<file path="config.mk">
export PLATFORM = sky130hd
export DESIGN_NAME = button_press_repeat_fsm
export DESIGN_NICKNAME = d
export VERILOG_FILES = /design/src/sv/bpr_pkg.sv /design/src/sv/bpr_step.sv /design/src/sv/button_press_repeat_fsm.sv
export SDC_FILE = /design/constraint.sdc
export NUM_CORES = 1
export LEC_CHECK = 0
export BUFFER_PORTS_ARGS = -buffer_cell sky130_fd_sc_hd__buf_2
export CORE_MARGIN = 2
export CORE_UTILIZATION = 50
export DETAILED_ROUTE_END_ITERATION = 8
export HOLD_SLACK_MARGIN = 0.05
export PLACE_DENSITY_LB_ADDON = 0.05
export SYNTH_ARGS = -nofsm -noshare
export SYNTH_HDL_FRONTEND = slang
export SYNTH_SLANG_ARGS = --single-unit
export TNS_END_PERCENT = 1
</file>
<file path="constraint.sdc">
create_clock -name clock -period 13.1 [get_ports clock]
set_input_delay 1.31 -clock clock [delete_from_list [all_inputs] [get_ports clock]]
set_output_delay 1.31 -clock clock [all_outputs]
set_load 0.05 [all_outputs]
</file>
<file path="src/sv/bpr_pkg.sv">
// Shared types and constants for the button press / repeat event machine.
`timescale 1ns / 1ps

package bpr_pkg;

   typedef enum logic [2:0] {
      PH_IDLE     = 3'd0,
      PH_DEBOUNCE = 3'd1,
      PH_PRESSED  = 3'd2,
      PH_REPEAT   = 3'd3,
      PH_RELEASE  = 3'd4
   } phase_type;

   typedef enum logic [2:0] {
      EV_NONE    = 3'd0,
      EV_PRESS   = 3'd1,
      EV_LONG    = 3'd2,
      EV_REPEAT  = 3'd3,
      EV_RELEASE = 3'd4
   } event_type;

   localparam int CSR_INDEX_W = 3;
   localparam int CSR_DATA_W  = 16;

   localparam logic [CSR_INDEX_W-1:0] CSR_DEBOUNCE     = 3'd0;
   localparam logic [CSR_INDEX_W-1:0] CSR_LONG_PRESS   = 3'd1;
   localparam logic [CSR_INDEX_W-1:0] CSR_REPEAT       = 3'd2;
   localparam logic [CSR_INDEX_W-1:0] CSR_REPEAT_LIMIT = 3'd3;
   localparam logic [CSR_INDEX_W-1:0] CSR_EVENT_ENABLE = 3'd4;

   localparam logic [15:0] DEBOUNCE_RESET     = 16'd20;
   localparam logic [15:0] LONG_PRESS_RESET   = 16'd500;
   localparam logic [15:0] REPEAT_RESET       = 16'd300;
   localparam logic [3:0]  REPEAT_LIMIT_RESET = 4'd10;
   localparam logic [3:0]  EVENT_ENABLE_RESET = 4'hF;

   localparam int EN_PRESS   = 0;
   localparam int EN_LONG    = 1;
   localparam int EN_REPEAT  = 2;
   localparam int EN_RELEASE = 3;

   typedef struct packed {
      logic [15:0] debounce_ms;
      logic [15:0] long_press_ms;
      logic [15:0] repeat_ms;
      logic [3:0]  repeat_limit;
      logic [3:0]  event_enable;
   } cfg_type;

   typedef struct packed {
      phase_type   phase;
      logic [31:0] mark_time;
      logic [3:0]  repeat_counter;
   } state_type;

endpackage

</file>
<file path="src/sv/bpr_step.sv">
// Next-state and event logic for one pin sample.
`timescale 1ns / 1ps

module bpr_step
   import bpr_pkg::*;
(
   input  state_type   state,
   input  cfg_type     cfg,
   input  logic        pin_level,
   input  logic [31:0] now_ms,
   output state_type   state_next,
   output event_type   event_code
);

   logic        pressed;
   logic [31:0] delta;
   logic        debounce_done;
   logic        long_done;
   logic        repeat_done;

   assign pressed       = !pin_level;
   assign delta         = now_ms - state.mark_time;
   assign debounce_done = delta > {16'd0, cfg.debounce_ms};
   assign long_done     = delta > {16'd0, cfg.long_press_ms};
   assign repeat_done   = delta > {16'd0, cfg.repeat_ms};

   always_comb begin
      state_next = state;
      event_code = EV_NONE;
      case (state.phase)
         PH_IDLE: begin
            if (pressed) begin
               state_next.phase     = PH_DEBOUNCE;
               state_next.mark_time = now_ms;
            end
         end
         PH_DEBOUNCE: begin
            if (debounce_done) begin
               if (pressed) begin
                  state_next.phase     = PH_PRESSED;
                  state_next.mark_time = now_ms;
                  if (cfg.event_enable[EN_PRESS]) event_code = EV_PRESS;
               end else begin
                  state_next.phase = PH_IDLE;
               end
            end
         end
         PH_PRESSED: begin
            if (!pressed) begin
               state_next.phase = PH_IDLE;
            end else if (long_done) begin
               state_next.phase          = PH_REPEAT;
               state_next.mark_time      = now_ms;
               state_next.repeat_counter = '0;
               if (cfg.event_enable[EN_LONG]) event_code = EV_LONG;
            end
         end
         PH_REPEAT: begin
            if (!pressed) begin
               state_next.phase = PH_RELEASE;
            end else if (repeat_done) begin
               state_next.mark_time = now_ms;
               if (cfg.event_enable[EN_REPEAT]) begin
                  event_code = EV_REPEAT;
                  if (state.repeat_counter < cfg.repeat_limit) begin
                     state_next.repeat_counter = state.repeat_counter + 4'd1;
                  end
               end
            end
         end
         PH_RELEASE: begin
            if (repeat_done) begin
               state_next.mark_time = now_ms;
               if (cfg.event_enable[EN_RELEASE]) begin
                  event_code = EV_RELEASE;
                  if (state.repeat_counter != 4'd0) begin
                     state_next.repeat_counter = state.repeat_counter - 4'd1;
                  end else begin
                     state_next.phase = PH_IDLE;
                  end
               end else begin
                  state_next.phase = PH_IDLE;
               end
            end
         end
         default: begin
            state_next = state;
         end
      endcase
   end

endmodule

</file>
<file path="src/sv/button_press_repeat_fsm.sv">
// Top level of the button press / long-press / repeat / release event machine.
`timescale 1ns / 1ps
//
// Usage:
//   req_*  : one transaction per pin poll (active-low pin level, ms timestamp).
//   rsp_*  : exactly one transaction per poll: event code, phase after the
//            poll and repeat counter after the poll.
//   csr_*  : register write port, index 0..4 in the order debounce, long press,
//            repeat spacing, repeat limit, event enable; writes take effect at
//            once; the user, not the block, makes sure no poll is in flight.
// Pipeline: an accepted poll is held in the input register and evaluated
//   against the machine state; its result is registered in the result
//   register when it advances, and rsp_valid rises with it.
// Throughput: one poll per cycle while rsp_ready stays high; the single
//   next-state evaluation sets it. Reset: synchronous; registers return to
//   20/500/300/10/0xF, the machine to idle with mark time and counter zero, both stages empty.
// Stall: while rsp_ready is low the result register holds; one more poll may
//   wait in the input register, then req_ready drops.

module button_press_repeat_fsm
   import bpr_pkg::*;
(
   input  logic                   clock,
   input  logic                   reset,
   input  logic                   req_valid,
   output logic                   req_ready,
   input  logic                   req_pin_level,
   input  logic [31:0]            req_now_ms,
   output logic                   rsp_valid,
   input  logic                   rsp_ready,
   output logic [2:0]             rsp_event_code,
   output logic [2:0]             rsp_phase,
   output logic [3:0]             rsp_repeat_level,
   input  logic                   csr_we,
   input  logic [CSR_INDEX_W-1:0] csr_index,
   input  logic [CSR_DATA_W-1:0]  csr_wdata
);

   cfg_type     cfg_ff;
   state_type   state_ff;
   state_type   state_in;
   event_type   event_in;
   logic        in_valid_ff;
   logic        in_pin_ff;
   logic [31:0] in_now_ff;
   logic        rsp_valid_ff;
   event_type   rsp_event_ff;
   phase_type   rsp_phase_ff;
   logic [3:0]  rsp_level_ff;
   logic        advance;

   assign advance   = in_valid_ff && (!rsp_valid_ff || rsp_ready);
   assign req_ready = !in_valid_ff || advance;

   always_ff @(posedge clock) begin
      if (reset) begin
         cfg_ff.debounce_ms   <= DEBOUNCE_RESET;
         cfg_ff.long_press_ms <= LONG_PRESS_RESET;
         cfg_ff.repeat_ms     <= REPEAT_RESET;
         cfg_ff.repeat_limit  <= REPEAT_LIMIT_RESET;
         cfg_ff.event_enable  <= EVENT_ENABLE_RESET;
      end else if (csr_we) begin
         case (csr_index)
            CSR_DEBOUNCE:     cfg_ff.debounce_ms   <= csr_wdata;
            CSR_LONG_PRESS:   cfg_ff.long_press_ms <= csr_wdata;
            CSR_REPEAT:       cfg_ff.repeat_ms     <= csr_wdata;
            CSR_REPEAT_LIMIT: cfg_ff.repeat_limit  <= csr_wdata[3:0];
            CSR_EVENT_ENABLE: cfg_ff.event_enable  <= csr_wdata[3:0];
            default: ;
         endcase
      end
   end

   always_ff @(posedge clock) begin
      if (reset) begin
         in_valid_ff <= 1'b0;
      end else if (req_ready) begin
         in_valid_ff <= req_valid;
      end
      if (req_valid && req_ready) begin
         in_pin_ff <= req_pin_level;
         in_now_ff <= req_now_ms;
      end
   end

   bpr_step u_step (
      .state      (state_ff),
      .cfg        (cfg_ff),
      .pin_level  (in_pin_ff),
      .now_ms     (in_now_ff),
      .state_next (state_in),
      .event_code (event_in)
   );

   always_ff @(posedge clock) begin
      if (reset) begin
         state_ff.phase          <= PH_IDLE;
         state_ff.mark_time      <= '0;
         state_ff.repeat_counter <= '0;
         rsp_valid_ff            <= 1'b0;
      end else begin
         if (advance) begin
            state_ff     <= state_in;
            rsp_valid_ff <= 1'b1;
         end else if (rsp_ready) begin
            rsp_valid_ff <= 1'b0;
         end
      end
      if (advance) begin
         rsp_event_ff <= event_in;
         rsp_phase_ff <= state_in.phase;
         rsp_level_ff <= state_in.repeat_counter;
      end
   end

   assign rsp_valid        = rsp_valid_ff;
   assign rsp_event_code   = rsp_event_ff;
   assign rsp_phase        = rsp_phase_ff;
   assign rsp_repeat_level = rsp_level_ff;

   // press event always lands in the pressed phase
   a_press_phase: assert property (@(posedge clock) disable iff (reset)
      (rsp_valid && rsp_event_code == EV_PRESS) |-> (rsp_phase == PH_PRESSED))
      else $error("press event outside pressed phase");

   // long press enters repeat with a cleared counter
   a_long_phase: assert property (@(posedge clock) disable iff (reset)
      (rsp_valid && rsp_event_code == EV_LONG)
      |-> (rsp_phase == PH_REPEAT && rsp_repeat_level == 4'd0))
      else $error("long press without repeat entry");

   // machine state moves only when a transaction is evaluated
   a_state_hold: assert property (@(posedge clock) disable iff (reset)
      !advance |=> $stable(state_ff))
      else $error("state changed without a transaction");

endmodule
</file>
==> results.ini <==
[global_routing]
grt_pass1_vias=7299
grt_pass1_wl_um=34900
grt-ovfl-total=0
grt_max_degree=60
antenna_found_initial=0
grt_usage_pct=23.73

[worst_setup_path]
cp-start-kind=register
critPathBufInv=2
worstPathMaxFanout=32
crit_path_cell_trace=inv_1 -> ha_1 -> fa_1 -> and2b_1 -> o2111ai_2 -> a21oi_4 -> nor2_1 -> o21ai_0 -> xor2_1 -> ha_1 -> nand4_1 -> a2111oi_0 -> o22ai_1 -> nor2_1 -> a2bb2oi_1 -> o32a_1 -> o22ai_1 -> a31o_2 -> a21oi_4 -> buf_4 -> mux2i_1 -> nor2_1
cp.arrival_ps=5570
cp.required_ps=13380
crit_type=register to register
critPathTopFamily=compound AO/OA/AOI/OAI gates
crit_top_cell=nor2_1
endpoint_kind=register
cpPeakStageDelay_ps=480
slowest_stage=buf_4

[yosys]
yosys_warnings=0
ys_seq_area_share_pct=36.32
synth_ff_type=dfxtp_1
synth_seq_cells=140
synth_area_leaders=dfxtp_1, edfxtp_1, ha_1, nand2_1, a21oi_1
syn_avg_cell_area_um2=8.660
postSynthNetCount=1170
netlist.area_leader.share_pct=21.81
synth_top_area_cell=dfxtp_1
synthesis.area_um2=8902
syn_inst=1028
synth_common_cells=nand2_1, inv_1, dfxtp_1
synth.distinct_cells=80
synth_edf_count=43
async_flop_share_pct=0
synthMostInstantiatedCell=nand2_1

[power]
ir_worst_vdd_uv=94.49
p_int_w=0.0008801
clkPwrFrac_pct=41.6
switchingPower_w=0.0003443
seqPwrFrac_pct=38.6
pwr-share-comb_pct=19.8
leakagePower_nw=3.891
pwr_density_cell_nw_per_um2=123.5
swShare_pct=28.12

[floorplanning]
rows=48
fp.coreArea_um2=17360
initial_core_util_pct=51.29
io-pin-count=69
die_x_um=137.4
die-area_um2=18890
chipHeight_um=137.4

[sta]
slew_headroom_pct=30.16
period_needed_ps=5287
drv_slew=0
tightest_slew_ps=1046
tns_ps=0
max_freq_mhz=189.2
rsz0062_at_grt=false
timing.final.ws_setup_ps=7813
finalSetupViolCount=0
min_period_over_period_pct=40.36
clock_skew_ps=10.98
final-hold-violation-count=0

[cts]
cts_resized=0
clockRootBuffer=clkbuf_16
cts_buffers=17
cts_tree=done
ctsHoldBuffers=0
max-clock-path-buffers=2
post_cts_buffers=0
clk_pin_slew_worst_paths_ps=60
cts_sinks=140
clock_latency_ps=430
htreeDepth=4

[final_layout]
num_antenna_cells=0
area_delta_synth_final_pct=11.37
nets=1218
drive_gt1_share_pct=12.40

[route]
drtPass1Iterations=5
viasPerCell=5.618
drt_iter0_drc=435
wire_per_inst_um=16.03
wl_um=21070
postRouteAntennaNets=0
drc=0
num_vias=7382

[place]
routabilityCongestion=0.8878
pre_cts_ws_ps=7834
port_buffers=68
hpwlAfterDp_um=15420

[status]
status=complete, no violations

[min_path]
holdCritPathClass=register to register

[flow_run]
cap_violations=0

## worst register-to-register path, delay by kind of cell, from the launching register on
kind                       cells  cell delay [ps]
buffers and inverters          2              530
and+or+nand+nor                5              610
adders and majority gates      3              800
AOI/OAI and AO/OA             10             2240
muxes                          1              290
DFF                            1              340
xor gates and xnor gates       1              340
## worst paths after layout
| kind | startpoint | end | slack [ps] | cells past startpoint |
|---|---|---|---|---|
| hold reg to reg | cfg_ff[54] | cfg_ff[54] | 450 | 2 |
| setup / recovery | in_now_ff[0] | state_ff[5] | 7810 | 22 |
| setup reg to reg | in_now_ff[0] | state_ff[5] | 7810 | 22 |
| hold / removal | cfg_ff[54] | cfg_ff[54] | 450 | 2 |
## routing by layer
layer  share of wire [%]  wire length [µm]  global-route usage [%]  vias up
met5                   0                 0                       0        -
li1                    -                 -                       -     3748
met4                 1.7               351                   7.216        0
met2                  48             10070                   41.16      132
met1                  47              9878                   29.84     3475
met3                 3.6               762                   4.525       27
## state kept, by name, indices dropped and copies added, names as in the netlist
register	cells
cfg_ff	56
state_ff	39
in_now_ff	32
rsp_repeat_level	4
rsp_event_code	3
rsp_phase	3
in_pin_ff	1
in_valid_ff	1
rsp_valid	1
## cell usage in the layout (no fill, tap or decap), types with 5 or more instances in the layout
cell and n:
nand2_1 135, inv_1 100, dfxtp_1 97, a21oi_1 91
nor2_1 89, ha_1 84, buf_2 68, edfxtp_1 43
mux2i_1 39, o21ai_0 28, a21o_1 25, nand4_1 24
o211ai_1 20, clkbuf_16 17, o21a_1 14, a211oi_1 13
nand3_1 12, nor3_1 12, xnor2_1 12, nand2b_1 8
or3_1 8, xor2_1 8, and2_1 7, nor2b_1 7
o31ai_1 6, o21ai_1 6, o21bai_1 6, a211o_1 6
or2_2 5, a31oi_1 5, clkinv_2 5
## cell type report
| class | instances | area [µm²] |
|---|---|---|
| Clock buffer | 20 | 446.7 |
| Clock inverter | 12 | 171.4 |
| Fill cell | 1619 | 7442 |
| Inverter | 101 | 379.1 |
| Multi-Input combinational cell | 745 | 5040 |
| Sequential cell | 140 | 3233 |
| Tap cell | 225 | 281.5 |
| Timing Repair Buffer | 71 | 362.8 |
## kinds of logic after synthesis
family                   Yosys count  share of synthesized area (%)
multiplexers                      39                          4.385
buffers and inverters            143                          7.126
flip-flops                       140                          36.32
AO/OA/AOI/OAI                    267                          20.51
adder cells (fa/ha/maj)           85                          12.03
XOR/XNOR                          20                          1.968
AND/OR/NAND/NOR                  334                          17.67
## power groups by stage
| stage | clock network, W | logic, W | registers [W] |
|---|---|---|---|
| floorplan | 0 | 0.000176 | 0.000483 |
| global placement | 0 | 0.000237 | 0.000481 |
| detailed placement | 0 | 0.000239 | 0.000481 |
| CTS | 0.000520 | 0.000242 | 0.000472 |
| global route | 0.000538 | 0.000273 | 0.000474 |
| finish | 0.000510 | 0.000242 | 0.000472 |
## stage by stage
stage | instance area (µm²) | instances | util (%) | power (W) | hold WS [ps]
3_3_place_gp | 9296 | 1282 | 53.56 | 0.0007184 | 442.9
5_1_grt | 9915 | 1314 | 57.12 | 0.001285 | 472.3
3_5_place_dp | 9296 | 1282 | 53.56 | 0.0007202 | 446.3
4_1_cts | 9915 | 1314 | 57.12 | 0.001234 | 455.2
6_report | 9915 | 1314 | 57.12 | 0.001224 | 454.7
2_1_floorplan | 8902 | 1028 | - | 0.0006595 | 435.4
Note: power is estimated with default switching activity, not from simulation.
